$ cat config.mk
export PLATFORM = sky130hd
export DESIGN_NAME = glyph_quad_layout
export DESIGN_NICKNAME = d
export VERILOG_FILES = /design/src/design/gql_pkg.sv /design/src/design/glyph_quad_layout.sv
export SDC_FILE = /design/constraint.sdc
export NUM_CORES = 1
export LEC_CHECK = 0
export BUFFER_PORTS_ARGS = -buffer_cell sky130_fd_sc_hd__clkbuf_2
export CAP_MARGIN = 20
export CORE_MARGIN = 2
export CORE_UTILIZATION = 50
export DETAILED_ROUTE_END_ITERATION = 10
export PLACE_DENSITY = 0.77
export REMOVE_ABC_BUFFERS = 1
export SYNTH_ARGS = -nofsm -noshare
export SYNTH_HDL_FRONTEND = slang
export SYNTH_SLANG_ARGS = --single-unit
$ cat constraint.sdc
create_clock -name clock -period 6.9 [get_ports clock]
set_clock_uncertainty 0.05 [all_clocks]
set_input_delay 0.345 -clock clock [delete_from_list [all_inputs] [get_ports clock]]
set_output_delay 0.345 -clock clock [all_outputs]
set_load 0.1 [all_outputs]
$ cat src/design/gql_pkg.sv
package gql_pkg;

   // configuration register indexes
   localparam int unsigned CSR_INDEX_BITS   = 1;
   localparam int unsigned CSR_DATA_BITS    = 10;
   localparam logic [CSR_INDEX_BITS-1:0] CSR_LINE_HEIGHT  = 1'd0;
   localparam logic [CSR_INDEX_BITS-1:0] CSR_CHAR_SPACING = 1'd1;

   localparam int unsigned LINE_HEIGHT_BITS  = 10;
   localparam int unsigned CHAR_SPACING_BITS = 8;
   localparam logic [LINE_HEIGHT_BITS-1:0]  LINE_HEIGHT_RESET  = 10'd16;
   localparam logic [CHAR_SPACING_BITS-1:0] CHAR_SPACING_RESET = 8'd1;

   // text bytes and glyph mapping
   localparam int unsigned CODE_BITS  = 8;
   localparam int unsigned GLYPH_BITS = 7;
   localparam logic [CODE_BITS-1:0]  CODE_FIRST_PRINT = 8'd32;
   localparam logic [CODE_BITS-1:0]  CODE_LAST_PRINT  = 8'd127;
   localparam logic [CODE_BITS-1:0]  CODE_TAB         = 8'd9;
   localparam logic [CODE_BITS-1:0]  CODE_NEWLINE     = 8'd10;
   localparam logic [CODE_BITS-1:0]  CODE_FORM_FEED   = 8'd12;
   localparam logic [CODE_BITS-1:0]  CODE_CARRIAGE    = 8'd13;
   localparam logic [GLYPH_BITS-1:0] BAD_GLYPH        = 7'd95;
   localparam logic [GLYPH_BITS-1:0] TAB_GLYPH        = 7'd0;
   localparam int unsigned TAB_SHIFT = 3;

   // action codes
   localparam logic ACTION_LOAD = 1'b0;
   localparam logic ACTION_CHAR = 1'b1;

   // character kinds decided at the input register
   localparam int unsigned KIND_BITS = 2;
   localparam logic [KIND_BITS-1:0] KIND_DRAW  = 2'd0;
   localparam logic [KIND_BITS-1:0] KIND_BREAK = 2'd1;
   localparam logic [KIND_BITS-1:0] KIND_TAB   = 2'd2;

endpackage

$ cat src/design/glyph_quad_layout.sv
// channel  direction  handshake            payload
// req      in         req_valid/req_stall  action, glyph_slot, glyph_width, char_code,
//                                          first, origin_x, origin_y, multi_line
// rsp      out        rsp_valid/rsp_stall  glyph, box_left, box_right, box_top, box_bottom
// csr      in         csr_write_en         csr_index, csr_write_data
//
// one item per cycle while req_stall is low; a drawn glyph reaches rsp through the width
// table read register and stage 1 register, then the result register with the pen update
// synchronous reset clears pen, margin, line mode and the valid flags and sets the
// configuration registers to their reset values; the width table has no reset and must be loaded before use
// rsp_stall holds the result and the stage behind it, and req_stall rises once
// that stage is full
module glyph_quad_layout #(
   parameter int unsigned GLYPH_COUNT = 96,
   parameter int unsigned COORD_BITS  = 16,
   parameter int unsigned WIDTH_BITS  = 8
) (
   input  logic                                     clock,
   input  logic                                     reset,

   input  logic                                     req_valid,
   output logic                                     req_stall,
   input  logic                                     req_action,
   input  logic [$clog2(GLYPH_COUNT)-1:0]           req_glyph_slot,
   input  logic [WIDTH_BITS-1:0]                    req_glyph_width,
   input  logic [gql_pkg::CODE_BITS-1:0]            req_char_code,
   input  logic                                     req_first,
   input  logic signed [COORD_BITS-1:0]             req_origin_x,
   input  logic signed [COORD_BITS-1:0]             req_origin_y,
   input  logic                                     req_multi_line,

   output logic                                     rsp_valid,
   input  logic                                     rsp_stall,
   output logic [gql_pkg::GLYPH_BITS-1:0]           rsp_glyph,
   output logic signed [COORD_BITS-1:0]             rsp_box_left,
   output logic signed [COORD_BITS-1:0]             rsp_box_right,
   output logic signed [COORD_BITS-1:0]             rsp_box_top,
   output logic signed [COORD_BITS-1:0]             rsp_box_bottom,

   input  logic                                     csr_write_en,
   input  logic [gql_pkg::CSR_INDEX_BITS-1:0]       csr_index,
   input  logic [gql_pkg::CSR_DATA_BITS-1:0]        csr_write_data
);

   localparam int unsigned SLOT_BITS = $clog2(GLYPH_COUNT);
   localparam int unsigned EXT_BITS  = COORD_BITS + WIDTH_BITS + 4;
   localparam logic signed [EXT_BITS-1:0] COORD_MAX_EXT =
      EXT_BITS'((64'sd1 <<< (COORD_BITS - 1)) - 64'sd1);
   localparam logic signed [EXT_BITS-1:0] COORD_MIN_EXT =
      EXT_BITS'(-(64'sd1 <<< (COORD_BITS - 1)));
   localparam logic [SLOT_BITS:0] SLOT_LIMIT = (SLOT_BITS + 1)'(GLYPH_COUNT);

   function automatic logic signed [COORD_BITS-1:0] sat_coord(
      input logic signed [EXT_BITS-1:0] v
   );
      logic signed [COORD_BITS-1:0] r;
      if (v > COORD_MAX_EXT) begin
         r = COORD_MAX_EXT[COORD_BITS-1:0];
      end else if (v < COORD_MIN_EXT) begin
         r = COORD_MIN_EXT[COORD_BITS-1:0];
      end else begin
         r = v[COORD_BITS-1:0];
      end
      return r;
   endfunction

   // configuration
   logic [gql_pkg::LINE_HEIGHT_BITS-1:0]  line_height_ff;
   logic [gql_pkg::CHAR_SPACING_BITS-1:0] char_spacing_ff;

   always_ff @(posedge clock) begin
      if (reset) begin
         line_height_ff  <= gql_pkg::LINE_HEIGHT_RESET;
         char_spacing_ff <= gql_pkg::CHAR_SPACING_RESET;
      end else if (csr_write_en) begin
         unique case (csr_index)
            gql_pkg::CSR_LINE_HEIGHT: begin
               line_height_ff <= csr_write_data[gql_pkg::LINE_HEIGHT_BITS-1:0];
            end
            gql_pkg::CSR_CHAR_SPACING: begin
               char_spacing_ff <= csr_write_data[gql_pkg::CHAR_SPACING_BITS-1:0];
            end
            default: begin
            end
         endcase
      end
   end

   // input side
   logic out_free;
   logic s1_valid_ff;
   logic req_transfer;
   logic char_transfer;
   logic load_transfer;

   assign out_free      = !rsp_valid || !rsp_stall;
   assign req_stall     = s1_valid_ff && !out_free;
   assign req_transfer  = req_valid && !req_stall;
   assign char_transfer = req_transfer && (req_action == gql_pkg::ACTION_CHAR);
   assign load_transfer = req_transfer && (req_action == gql_pkg::ACTION_LOAD);

   // classify the byte
   logic [gql_pkg::KIND_BITS-1:0]  kind_in;
   logic [gql_pkg::GLYPH_BITS-1:0] glyph_in;
   logic [SLOT_BITS-1:0]           rd_addr;

   always_comb begin
      priority if (req_char_code >= gql_pkg::CODE_FIRST_PRINT &&
                   req_char_code <= gql_pkg::CODE_LAST_PRINT) begin
         kind_in  = gql_pkg::KIND_DRAW;
         glyph_in = gql_pkg::GLYPH_BITS'(req_char_code - gql_pkg::CODE_FIRST_PRINT);
      end else if (req_char_code == gql_pkg::CODE_NEWLINE ||
                   req_char_code == gql_pkg::CODE_FORM_FEED ||
                   req_char_code == gql_pkg::CODE_CARRIAGE) begin
         kind_in  = gql_pkg::KIND_BREAK;
         glyph_in = gql_pkg::BAD_GLYPH;
      end else if (req_char_code == gql_pkg::CODE_TAB) begin
         kind_in  = gql_pkg::KIND_TAB;
         glyph_in = gql_pkg::TAB_GLYPH;
      end else begin
         kind_in  = gql_pkg::KIND_DRAW;
         glyph_in = gql_pkg::BAD_GLYPH;
      end
   end

   assign rd_addr = SLOT_BITS'(glyph_in);

   // width table
   logic [WIDTH_BITS-1:0] width_mem [GLYPH_COUNT];
   logic [WIDTH_BITS-1:0] rd_width_ff;

   always_ff @(posedge clock) begin
      if (load_transfer && ({1'b0, req_glyph_slot} < SLOT_LIMIT)) begin
         width_mem[req_glyph_slot] <= req_glyph_width;
      end
   end

   always_ff @(posedge clock) begin
      if (char_transfer) begin
         rd_width_ff <= width_mem[rd_addr];
      end
   end

   // stage 1 register
   logic                           s1_valid_in;
   logic [gql_pkg::KIND_BITS-1:0]  s1_kind_ff;
   logic [gql_pkg::GLYPH_BITS-1:0] s1_glyph_ff;
   logic                           s1_first_ff;
   logic signed [COORD_BITS-1:0]   s1_origin_x_ff;
   logic signed [COORD_BITS-1:0]   s1_origin_y_ff;
   logic                           s1_multi_ff;

   always_comb begin
      if (char_transfer) begin
         s1_valid_in = 1'b1;
      end else if (out_free) begin
         s1_valid_in = 1'b0;
      end else begin
         s1_valid_in = s1_valid_ff;
      end
   end

   always_ff @(posedge clock) begin
      if (reset) begin
         s1_valid_ff <= 1'b0;
      end else begin
         s1_valid_ff <= s1_valid_in;
      end
   end

   always_ff @(posedge clock) begin
      if (char_transfer) begin
         s1_kind_ff     <= kind_in;
         s1_glyph_ff    <= glyph_in;
         s1_first_ff    <= req_first;
         s1_origin_x_ff <= req_origin_x;
         s1_origin_y_ff <= req_origin_y;
         s1_multi_ff    <= req_multi_line;
      end
   end

   // pen state
   logic signed [COORD_BITS-1:0] pen_x_ff;
   logic signed [COORD_BITS-1:0] pen_y_ff;
   logic signed [COORD_BITS-1:0] margin_ff;
   logic                         line_mode_ff;

   // stage 2 arithmetic, with a first item's origin applied ahead of the byte
   logic signed [COORD_BITS-1:0] base_x;
   logic signed [COORD_BITS-1:0] base_y;
   logic signed [COORD_BITS-1:0] margin_in;
   logic                         line_mode_in;
   logic signed [EXT_BITS-1:0]   base_x_ext;
   logic signed [EXT_BITS-1:0]   base_y_ext;
   logic signed [EXT_BITS-1:0]   width_ext;
   logic signed [EXT_BITS-1:0]   spacing_ext;
   logic signed [EXT_BITS-1:0]   height_ext;
   logic signed [COORD_BITS-1:0] right_x;
   logic signed [COORD_BITS-1:0] bottom_y;
   logic signed [COORD_BITS-1:0] advance_x;
   logic signed [COORD_BITS-1:0] tab_x;
   logic signed [COORD_BITS-1:0] pen_x_in;
   logic signed [COORD_BITS-1:0] pen_y_in;
   logic                         emit;

   always_comb begin
      base_x       = s1_first_ff ? s1_origin_x_ff : pen_x_ff;
      base_y       = s1_first_ff ? s1_origin_y_ff : pen_y_ff;
      margin_in    = s1_first_ff ? s1_origin_x_ff : margin_ff;
      line_mode_in = s1_first_ff ? s1_multi_ff : line_mode_ff;

      base_x_ext  = EXT_BITS'(base_x);
      base_y_ext  = EXT_BITS'(base_y);
      width_ext   = EXT_BITS'(rd_width_ff);
      spacing_ext = EXT_BITS'(char_spacing_ff);
      height_ext  = EXT_BITS'(line_height_ff);

      right_x   = sat_coord(base_x_ext + width_ext);
      bottom_y  = sat_coord(base_y_ext - height_ext);
      advance_x = sat_coord(base_x_ext + width_ext + spacing_ext);
      tab_x     = sat_coord(base_x_ext + (width_ext <<< gql_pkg::TAB_SHIFT));

      unique case (s1_kind_ff)
         gql_pkg::KIND_BREAK: begin
            if (line_mode_in) begin
               emit     = 1'b0;
               pen_x_in = margin_in;
               pen_y_in = bottom_y;
            end else begin
               emit     = 1'b1;
               pen_x_in = advance_x;
               pen_y_in = base_y;
            end
         end
         gql_pkg::KIND_TAB: begin
            emit     = 1'b0;
            pen_x_in = tab_x;
            pen_y_in = base_y;
         end
         default: begin
            emit     = 1'b1;
            pen_x_in = advance_x;
            pen_y_in = base_y;
         end
      endcase
   end

   logic s1_move;
   assign s1_move = s1_valid_ff && out_free;

   always_ff @(posedge clock) begin
      if (reset) begin
         pen_x_ff     <= '0;
         pen_y_ff     <= '0;
         margin_ff    <= '0;
         line_mode_ff <= 1'b0;
      end else if (s1_move) begin
         pen_x_ff     <= pen_x_in;
         pen_y_ff     <= pen_y_in;
         margin_ff    <= margin_in;
         line_mode_ff <= line_mode_in;
      end
   end

   // result register
   logic                           rsp_valid_ff;
   logic                           rsp_valid_in;
   logic [gql_pkg::GLYPH_BITS-1:0] rsp_glyph_ff;
   logic signed [COORD_BITS-1:0]   rsp_left_ff;
   logic signed [COORD_BITS-1:0]   rsp_right_ff;
   logic signed [COORD_BITS-1:0]   rsp_top_ff;
   logic signed [COORD_BITS-1:0]   rsp_bottom_ff;

   always_comb begin
      if (out_free) begin
         rsp_valid_in = s1_valid_ff && emit;
      end else begin
         rsp_valid_in = rsp_valid_ff;
      end
   end

   always_ff @(posedge clock) begin
      if (reset) begin
         rsp_valid_ff <= 1'b0;
      end else begin
         rsp_valid_ff <= rsp_valid_in;
      end
   end

   always_ff @(posedge clock) begin
      if (s1_move && emit) begin
         rsp_glyph_ff  <= s1_glyph_ff;
         rsp_left_ff   <= base_x;
         rsp_right_ff  <= right_x;
         rsp_top_ff    <= base_y;
         rsp_bottom_ff <= bottom_y;
      end
   end

   assign rsp_valid      = rsp_valid_ff;
   assign rsp_glyph      = rsp_glyph_ff;
   assign rsp_box_left   = rsp_left_ff;
   assign rsp_box_right  = rsp_right_ff;
   assign rsp_box_top    = rsp_top_ff;
   assign rsp_box_bottom = rsp_bottom_ff;

endmodule

==> impl_results.html, run 1 <==
<table>
<tr><th>Metric</th><th>Value</th></tr>
<tr><th colspan="2">Outcome</th></tr>
<tr><td>Outcome</td><td>finished clean</td></tr>
<tr><th colspan="2">Floorplanning</th></tr>
<tr><td>Rows</td><td>102</td></tr>
<tr><td>Floorplan die height</td><td>285 um</td></tr>
<tr><td>Number of primary I/O pins</td><td>147</td></tr>
<tr><td>Chip Width</td><td>285 um</td></tr>
<tr><td>Initial cell density of the core</td><td>50.7%</td></tr>
<tr><td>Core area</td><td>77700 sq um</td></tr>
<tr><td>Total Die Area</td><td>81100 sq um</td></tr>
<tr><th colspan="2">Timing</th></tr>
<tr><td>Post-route worst hold slack</td><td>0.0675 ns</td></tr>
<tr><td>Setup ws final</td><td>2.08 ns</td></tr>
<tr><td>Worst Max-Slew Pin Slew</td><td>1.16 ns</td></tr>
<tr><td>TNS Setup</td><td>0 ns</td></tr>
<tr><td>Max Clock Freq</td><td>207 MHz</td></tr>
<tr><td>Portion of the clock cycle consumed by the worst path in the final layout</td><td>69.9%</td></tr>
<tr><td>Shortest clock period the worst path allows after layout</td><td>4.82 ns</td></tr>
<tr><td>Final hold viol count</td><td>0</td></tr>
<tr><td>RSZ-0062 raised after global routing</td><td>false</td></tr>
<tr><td>Final setup violation count</td><td>0</td></tr>
<tr><td>Normalized max-slew margin</td><td>23.0%</td></tr>
<tr><td>Final Max Slew Viols</td><td>0</td></tr>
<tr><th colspan="2">Placement</th></tr>
<tr><td>Final HPWL DP</td><td>64100 um</td></tr>
<tr><td>Buffers on Ports</td><td>146</td></tr>
<tr><td>Worst setup slack before clock tree synthesis</td><td>2.18 ns</td></tr>
<tr><td>Final weighted congestion in routability-driven placement</td><td>0.970</td></tr>
<tr><th colspan="2">Synthesis</th></tr>
<tr><td>Count of flip-flops with a built-in enable after synthesis</td><td>890</td></tr>
<tr><td>Post-synthesis instance area</td><td>39400 sq um</td></tr>
<tr><td>Synthesized netlist cell count</td><td>2850</td></tr>
<tr><td>Most area-consuming cells after synthesis</td><td>sky130_fd_sc_hd__edfxtp_1, sky130_fd_sc_hd__dfxtp_1, sky130_fd_sc_hd__o221ai_1, sky130_fd_sc_hd__nand2_1, sky130_fd_sc_hd__nand3_1</td></tr>
<tr><td>Dominant register cell in the synthesized netlist</td><td>sky130_fd_sc_hd__edfxtp_1</td></tr>
<tr><td>Share of the synthesized area in the top cell type</td><td>67.8%</td></tr>
<tr><td>Share of async-settable or async-resettable flops after synthesis</td><td>0%</td></tr>
<tr><td>Number of distinct library cell variants in the gate-level netlist after synthesis</td><td>88</td></tr>
<tr><td>Synth Register Bits</td><td>959</td></tr>
<tr><td>Post-synthesis cell type with the largest combined area</td><td>sky130_fd_sc_hd__edfxtp_1</td></tr>
<tr><td>Synth Area per Inst</td><td>13.8 sq um</td></tr>
<tr><td>Total number of yosys warnings</td><td>0</td></tr>
<tr><td>Fraction of the yosys area taken by sequential cells</td><td>71.3%</td></tr>
<tr><th colspan="2">Setup path</th></tr>
<tr><td>Cell type of the slowest stage on the worst timing path</td><td>sky130_fd_sc_hd__mux2_2</td></tr>
<tr><td>Buffers and inverters on the worst path</td><td>1</td></tr>
<tr><td>Critical path launch point type</td><td>flop</td></tr>
<tr><td>CP Capture Type</td><td>flop</td></tr>
<tr><td>Max incr delay on CP</td><td>0.45 ns</td></tr>
<tr><td>Cell family contributing the most delay on the critical path</td><td>compound AO/OA/AOI/OAI gates</td></tr>
<tr><td>Arrival time at the worst endpoint</td><td>5.24 ns</td></tr>
<tr><td>Maximum fanout along the worst path</td><td>37</td></tr>
<tr><td>CP Class</td><td>reg -&gt; reg</td></tr>
<tr><td>Worst path cell trace</td><td>buf_4 &gt; mux2_2 &gt; ha_1 &gt; o211ai_1 &gt; o21ai_1 &gt; a21o_1 &gt; a21oi_1 &gt; xnor2_1 &gt; ha_1 &gt; nor3_1 &gt; nor2_1 &gt; o41ai_1 &gt; a21oi_1 &gt; nor3b_1 &gt; o211ai_2 &gt; a311oi_1 &gt; a211oi_1</td></tr>
<tr><td>Data required time of the worst path</td><td>7.32 ns</td></tr>
<tr><th colspan="2">Clock network</th></tr>
<tr><td>Max Root-Sink Buffers</td><td>3</td></tr>
<tr><td>Clock transition at the register clock pins on the worst setup and hold paths after CTS</td><td>0.06 ns</td></tr>
<tr><td>H-tree depth</td><td>3</td></tr>
<tr><td>Insertion delay to the later sink of the worst-skew pair</td><td>0.68 ns</td></tr>
<tr><td>Library cell used as clock root buffer</td><td>sky130_fd_sc_hd__clkbuf_16</td></tr>
<tr><td>Number of buffers created by CTS</td><td>96</td></tr>
<tr><td>Buffers inserted by post-CTS timing repair</td><td>0</td></tr>
<tr><td>TritonCTS clock tree</td><td>built</td></tr>
<tr><td>Number of sinks handled by clock tree synthesis</td><td>959</td></tr>
<tr><th colspan="2">Route</th></tr>
<tr><td>Avg WL per Cell</td><td>25.9 um</td></tr>
<tr><td>Iteration count of the initial detailed-routing pass</td><td>6</td></tr>
<tr><td>DR DRC count</td><td>0</td></tr>
<tr><td>Number of vias per cell</td><td>6.46</td></tr>
<tr><td>Number of antenna-violating nets in the routed design</td><td>0</td></tr>
<tr><td>Via count</td><td>26600</td></tr>
<tr><td>DRC marker count from the first detailed-route iteration</td><td>3668</td></tr>
<tr><td>Total routed wirelength</td><td>107000 um</td></tr>
<tr><th colspan="2">Cells and area</th></tr>
<tr><td>Area added between synthesis and finish</td><td>13.5%</td></tr>
<tr><td>Register ranked first by flip-flop count</td><td>width_mem</td></tr>
<tr><td>Highest-count cells in the layout ignoring fill and taps</td><td>sky130_fd_sc_hd__edfxtp_1, sky130_fd_sc_hd__nand2_1, sky130_fd_sc_hd__nor2_1</td></tr>
<tr><td>Core Util, Final</td><td>57.6%</td></tr>
<tr><td>Most common cell after layout, fill and taps aside</td><td>sky130_fd_sc_hd__edfxtp_1</td></tr>
<tr><td>Fill cell count</td><td>5850</td></tr>
<tr><td>Share of final-layout standard cells stronger than drive strength 1</td><td>12.6%</td></tr>
<tr><td>Number of flip-flops in the largest register</td><td>768</td></tr>
<tr><td>Final Net Count</td><td>3121</td></tr>
<tr><th colspan="2">Hold path</th></tr>
<tr><td>Hold WC Path Type</td><td>in -&gt; reg</td></tr>
<tr><th colspan="2">Global routing</th></tr>
<tr><td>Tot GR Track Use</td><td>25.8%</td></tr>
<tr><td>Pin count of the biggest net entering global routing</td><td>193</td></tr>
<tr><td>Wire length of the first global-routing pass</td><td>159000 um</td></tr>
<tr><td>Overflow after GRT</td><td>0</td></tr>
<tr><td>Via count of the first global-routing pass</td><td>25600</td></tr>
<tr><td>Initial antenna violation count</td><td>3</td></tr>
<tr><th colspan="2">Power and ir drop</th></tr>
<tr><td>Switching power of the nets</td><td>3.03 mW</td></tr>
<tr><td>Combinational cell fraction of total power</td><td>8.6%</td></tr>
<tr><td>Switching share of total power</td><td>23.7%</td></tr>
<tr><td>Leakage power summed over all cells</td><td>14.7 nW</td></tr>
<tr><td>Clock network fraction of design power</td><td>41.0%</td></tr>
<tr><td>Power density normalized to cell area</td><td>286 nW/um^2</td></tr>
<tr><td>Design internal power</td><td>9.76 mW</td></tr>
<tr><td>Largest vdd supply drop</td><td>273 uV</td></tr>
<tr><td>Sequential fraction of design power</td><td>50.5%</td></tr>
<tr><td>Overall power</td><td>12.8 mW</td></tr>
<tr><th colspan="2">Run</th></tr>
<tr><td>Max_cap viols</td><td>0</td></tr>
</table>
[Yosys cell counts (all sizes together), types with 8 or more instances]
library cell / number
edfxtp: 890
nand2: 313
nor2: 180
o221ai: 155
nand3: 139
o21ai: 117
clkbuf: 114
a21oi: 111
o22ai: 79
dfxtp: 69
a31oi: 62
buf: 62
inv: 52
mux2i: 51
nor3: 40
ha: 37
a221oi: 31
xnor2: 28
mux2: 22
a211oi: 21
a22oi: 21
o211ai: 21
nand4: 17
xor2: 16
a21o: 15
nand2b: 14
nor2b: 13
a32oi: 11
o32ai: 10
or3: 10
and2: 8
[repair_timing]
item | 4_1_cts | 5_1_grt
gates resized for setup | 0 | 0
hold buffers | 47 | 0
hold endpoints to repair | 52 | 0
[layer usage]
metal	track usage, %	share of wire [%]	wire length (um)	up-vias
met5	0	0.012	13	-
met4	10.8	4.1	4370	2
met3	6.05	12	12300	282
met2	40.9	47	50100	1690
met1	34.4	37	40000	13100
li1	-	-	-	11500
[power by group through the flow]
| stage | clock network [mW] | logic, mW | registers [mW] |
|---|---|---|---|
| floorplan | 0 | 0.554 | 6.66 |
| global placement | 0 | 1.03 | 6.57 |
| detailed placement | 0 | 1.04 | 6.58 |
| CTS | 5.27 | 1.07 | 6.45 |
| global route | 5.50 | 1.16 | 6.45 |
| finish | 5.24 | 1.09 | 6.45 |
[stage by stage]
stage	instance area [sq um]	instances
detailed placement	41100	3901
floorplan	38700	2674
global route	44800	4119
finish	44800	4122
global placement	41100	3901
CTS	44800	4119
[logic make-up (layout without fill, tap and decap cells)]
logic type / count (synthesis) / after routing / synth area share (%)
XOR/XNOR: 44 / 44 / 0.977
multiplexers: 80 / 80 / 2.33
buffers and inverters: 229 / 458 / 2.35
other: 0 / 3 / 0
AND/OR/NAND/NOR: 774 / 774 / 8.81
AO/OA/AOI/OAI: 723 / 723 / 12.9
flip-flops: 959 / 959 / 71.3
adder cells (fa/ha/maj): 41 / 41 / 1.38
[layout make-up]
| cell class | count | area (sq um) | share of cell area [%] |
|---|---|---|---|
| inverter | 53 | 204 | 0.456 |
| tap | 1040 | 1300 | 2.91 |
| sequential | 959 | 28100 | 62.8 |
| clock inverter | 52 | 624 | 1.39 |
| antenna | 3 | 7.51 | 0.0168 |
| clock buffer | 119 | 2530 | 5.65 |
| multi-input combinational | 1662 | 10400 | 23.3 |
| timing repair buffer | 234 | 1560 | 3.49 |
[final timing paths]
path,from,to,slack [ns],cells after the start
min reg2reg,s1_glyph_ff[6]$_DFFE_PP_,rsp_glyph[6]$_DFFE_PP_,0.37,0
max reg2reg,s1_first_ff$_DFFE_PP_,pen_x_ff[13]$_SDFFE_PP0P_,2.08,17
max,s1_first_ff$_DFFE_PP_,pen_x_ff[13]$_SDFFE_PP0P_,2.08,17
min,req_char_code[4],s1_kind_ff[0]$_SDFFCE_PP0P_,0.07,2
(Power assumes the default switching activity.)
==> run 2: changes to the inputs <==
==> constraint.sdc (replaced) <==
create_clock -name clock -period 4.9 [get_ports clock]
set_clock_uncertainty 0.05 [all_clocks]
set_input_delay 0.245 -clock clock [delete_from_list [all_inputs] [get_ports clock]]
set_output_delay 0.245 -clock clock [all_outputs]
set_load 0.1 [all_outputs]
==> impl_results.html, run 2 (synthesized netlist as in run 1, its figures left out) <==
<table>
<tr><th>Metric</th><th>Value</th></tr>
<tr><th colspan="2">Placement</th></tr>
<tr><td>Final HPWL DP</td><td>66200 um (was 64100 um)</td></tr>
<tr><td>Buffers on Ports</td><td>146 (unchanged)</td></tr>
<tr><td>Worst setup slack before clock tree synthesis</td><td>0.158 ns (was 2.18 ns)</td></tr>
<tr><td>Cell count after placement</td><td>3936 (was 3901)</td></tr>
<tr><td>Final weighted congestion in routability-driven placement</td><td>0.951 (was 0.970)</td></tr>
<tr><td>Placed instance area</td><td>41500 sq um (was 41100 sq um)</td></tr>
<tr><th colspan="2">Cells and area</th></tr>
<tr><td>Finished Layout Cells</td><td>4164 (was 4122)</td></tr>
<tr><td>Fill cell count</td><td>5898 (was 5850)</td></tr>
<tr><td>Most common cell after layout, fill and taps aside</td><td>sky130_fd_sc_hd__edfxtp_1 (unchanged)</td></tr>
<tr><td>Area added between synthesis and finish</td><td>14.5% (was 13.5%)</td></tr>
<tr><td>Core Util, Final</td><td>58.1% (was 57.6%)</td></tr>
<tr><td>Summed area of non-filler cells in the final layout</td><td>45100 sq um (was 44800 sq um)</td></tr>
<tr><td>Highest-count cells in the layout ignoring fill and taps</td><td>sky130_fd_sc_hd__edfxtp_1, sky130_fd_sc_hd__nand2_1, sky130_fd_sc_hd__nor2_1 (unchanged)</td></tr>
<tr><td>Final Net Count</td><td>3160 (was 3121)</td></tr>
<tr><td>Share of final-layout standard cells stronger than drive strength 1</td><td>13.8% (was 12.6%)</td></tr>
<tr><td>Number of flip-flops in the largest register</td><td>768 (unchanged)</td></tr>
<tr><td>Register ranked first by flip-flop count</td><td>width_mem (unchanged)</td></tr>
<tr><th colspan="2">Power and ir drop</th></tr>
<tr><td>Largest vdd supply drop</td><td>353 uV (was 273 uV)</td></tr>
<tr><td>Power density normalized to cell area</td><td>397 nW/um^2 (was 286 nW/um^2)</td></tr>
<tr><td>Leakage power summed over all cells</td><td>14.9 nW (was 14.7 nW)</td></tr>
<tr><td>Overall power</td><td>17.9 mW (was 12.8 mW)</td></tr>
<tr><th colspan="2">Clock network</th></tr>
<tr><td>Insertion delay to the later sink of the worst-skew pair</td><td>0.67 ns (was 0.68 ns)</td></tr>
<tr><td>Max Root-Sink Buffers</td><td>3 (unchanged)</td></tr>
<tr><td>Library cell used as clock root buffer</td><td>sky130_fd_sc_hd__clkbuf_16 (unchanged)</td></tr>
<tr><td>Buffers inserted by post-CTS timing repair</td><td>0 (unchanged)</td></tr>
<tr><td>Number of sinks handled by clock tree synthesis</td><td>959 (unchanged)</td></tr>
<tr><td>Number of buffers created by CTS</td><td>95 (was 96)</td></tr>
<tr><td>TritonCTS clock tree</td><td>built (unchanged)</td></tr>
<tr><td>H-tree depth</td><td>3 (unchanged)</td></tr>
<tr><td>Clock transition at the register clock pins on the worst setup and hold paths after CTS</td><td>0.07 ns (was 0.06 ns)</td></tr>
<tr><th colspan="2">Setup path</th></tr>
<tr><td>Arrival time at the worst endpoint</td><td>5.12 ns (was 5.24 ns)</td></tr>
<tr><td>CP Capture Type</td><td>flop (unchanged)</td></tr>
<tr><td>Data required time of the worst path</td><td>5.35 ns (was 7.32 ns)</td></tr>
<tr><td>Cell family contributing the most delay on the critical path</td><td>compound AO/OA/AOI/OAI gates (unchanged)</td></tr>
<tr><td>Max incr delay on CP</td><td>0.47 ns (was 0.45 ns)</td></tr>
<tr><td>Worst path cell trace</td><td>buf_4 &gt; mux2_2 &gt; fa_1 &gt; a211oi_1 &gt; o21ai_2 &gt; xor2_1 &gt; ha_1 &gt; a21o_1 &gt; a211o_1 &gt; a31oi_1 &gt; a21o_1 &gt; or3_1 &gt; o211ai_2 &gt; a311oi_1 &gt; a211oi_1 (was buf_4 &gt; mux2_2 &gt; ha_1 &gt; o211ai_1 &gt; o21ai_1 &gt; a21o_1 &gt; a21oi_1 &gt; xnor2_1 &gt; ha_1 &gt; nor3_1 &gt; nor2_1 &gt; o41ai_1 &gt; a21oi_1 &gt; nor3b_1 &gt; o211ai_2 &gt; a311oi_1 &gt; a211oi_1)</td></tr>
<tr><td>Maximum fanout along the worst path</td><td>17 (was 37)</td></tr>
<tr><td>CP Class</td><td>reg -&gt; reg (unchanged)</td></tr>
<tr><td>Cell type of the slowest stage on the worst timing path</td><td>sky130_fd_sc_hd__fa_1 (was sky130_fd_sc_hd__mux2_2)</td></tr>
<tr><td>Worst reg-to-reg setup slack</td><td>0.23 ns (was 2.08 ns)</td></tr>
<tr><td>Critical path launch point type</td><td>flop (unchanged)</td></tr>
<tr><td>Buffers and inverters on the worst path</td><td>1 (unchanged)</td></tr>
<tr><th colspan="2">Route</th></tr>
<tr><td>Avg WL per Cell</td><td>25.8 um (was 25.9 um)</td></tr>
<tr><td>Number of antenna-violating nets in the routed design</td><td>0 (unchanged)</td></tr>
<tr><td>DR DRC count</td><td>0 (unchanged)</td></tr>
<tr><td>Via count</td><td>26700 (was 26600)</td></tr>
<tr><td>DRC marker count from the first detailed-route iteration</td><td>3444 (was 3668)</td></tr>
<tr><td>Total routed wirelength</td><td>108000 um (was 107000 um)</td></tr>
<tr><td>Iteration count of the initial detailed-routing pass</td><td>8 (was 6)</td></tr>
<tr><td>Number of vias per cell</td><td>6.40 (was 6.46)</td></tr>
<tr><th colspan="2">Floorplanning</th></tr>
<tr><td>Chip Width</td><td>285 um (unchanged)</td></tr>
<tr><td>Floorplan die height</td><td>285 um (unchanged)</td></tr>
<tr><td>Total Die Area</td><td>81100 sq um (unchanged)</td></tr>
<tr><td>Number of primary I/O pins</td><td>147 (unchanged)</td></tr>
<tr><td>Initial cell density of the core</td><td>50.7% (unchanged)</td></tr>
<tr><td>Core area</td><td>77700 sq um (unchanged)</td></tr>
<tr><td>Rows</td><td>102 (unchanged)</td></tr>
<tr><th colspan="2">Global routing</th></tr>
<tr><td>Tot GR Track Use</td><td>25.9% (was 25.8%)</td></tr>
<tr><td>Pin count of the biggest net entering global routing</td><td>110 (was 193)</td></tr>
<tr><td>Overflow after GRT</td><td>0 (unchanged)</td></tr>
<tr><td>Wire length of the first global-routing pass</td><td>159000 um (about the same)</td></tr>
<tr><td>Via count of the first global-routing pass</td><td>25800 (was 25600)</td></tr>
<tr><td>Initial antenna violation count</td><td>5 (was 3)</td></tr>
<tr><th colspan="2">Timing</th></tr>
<tr><td>Max Clock Freq</td><td>214 MHz (was 207 MHz)</td></tr>
<tr><td>Final setup violation count</td><td>0 (unchanged)</td></tr>
<tr><td>Shortest clock period the worst path allows after layout</td><td>4.67 ns (was 4.82 ns)</td></tr>
<tr><td>Final hold viol count</td><td>0 (unchanged)</td></tr>
<tr><td>Portion of the clock cycle consumed by the worst path in the final layout</td><td>95.4% (was 69.9%)</td></tr>
<tr><td>Post-route worst hold slack</td><td>0.141 ns (was 0.0675 ns)</td></tr>
<tr><td>Normalized max-slew margin</td><td>23.1% (was 23.0%)</td></tr>
<tr><td>Final Max Slew Viols</td><td>0 (unchanged)</td></tr>
<tr><td>Setup ws final</td><td>0.226 ns (was 2.08 ns)</td></tr>
<tr><td>TNS Setup</td><td>0 ns (unchanged)</td></tr>
<tr><td>Worst Max-Slew Pin Slew</td><td>1.15 ns (was 1.16 ns)</td></tr>
<tr><td>RSZ-0062 raised after global routing</td><td>false (unchanged)</td></tr>
<tr><th colspan="2">Hold path</th></tr>
<tr><td>Hold WC Path Type</td><td>in -&gt; reg (unchanged)</td></tr>
<tr><th colspan="2">Run</th></tr>
<tr><td>Max_cap viols</td><td>0 (unchanged)</td></tr>
<tr><th colspan="2">Outcome</th></tr>
<tr><td>Outcome</td><td>finished clean (unchanged)</td></tr>
</table>
## run 2: changes by cell type in the layout (fill, tap and decap cells not counted), moves of 3 or more
cell	before	now
sky130_fd_sc_hd__buf_4	44	73
sky130_fd_sc_hd__dlygate4sd3_1	47	50
sky130_fd_sc_hd__buf_12	3	11
sky130_fd_sc_hd__clkbuf_1	20	17
sky130_fd_sc_hd__clkinv_2	16	20
sky130_fd_sc_hd__clkinvlp_4	1	4
## run 2: final cells by class
| cell class | count | area (sq um) | share of cell area (%) |
|---|---|---|---|
| flip-flops and latches | 959 | 28100 | 62.3 |
| multi-input cells | 1662 | 10400 | 23.1 |
| clock buffers | 114 | 2480 | 5.49 |
| repair buffers | 274 | 1970 | 4.36 |
| well taps | 1040 | 1300 | 2.88 |
| clock inverters | 58 | 616 | 1.36 |
| inverters | 53 | 204 | 0.452 |
| diodes | 4 | 10.0 | 0.0222 |
## run 2: worst paths after layout
kind	start	to	cells after the start
min reg2reg	s1_glyph_ff[3]$_DFFE_PP_	rsp_glyph[3]$_DFFE_PP_	0
min	req_char_code[0]	s1_kind_ff[0]$_SDFFCE_PP0P_	4
max reg2reg	s1_first_ff$_DFFE_PP_	pen_x_ff[13]$_SDFFE_PP0P_	15
max	s1_first_ff$_DFFE_PP_	pen_x_ff[13]$_SDFFE_PP0P_	15
## run 2: tightest hold or removal path: stages
cell	delay, ns
sky130_fd_sc_hd__clkbuf_2	0.17
sky130_fd_sc_hd__nor3_1	0.07
sky130_fd_sc_hd__a21oi_1	0.11
sky130_fd_sc_hd__nor3_1	0.06
## run 2: what timing repair did
action                                  4_1_cts  5_1_grt
resized for setup                             0        2
hold endpoints to repair                     54       12
hold buffers                                 49        1
endpoints found under the setup margin        0       13
## run 2: where the power goes
| part | total [mW] | switching, mW | internal (mW) |
|---|---|---|---|
| combinational | 1.60 | 1.13 | 0.475 |
| sequential | 9.08 | 0.0393 | 9.04 |
| clock | 7.24 | 3.13 | 4.11 |
## run 2: layer usage
metal	vias to the layer above	global-route usage (%)	part of all wire, %
met1	13000	34.7	37
li1	11600	-	-
met3	285	5.14	11
met4	4	10.3	4.1
met2	1728	41.9	48
met5	-	0	0.027
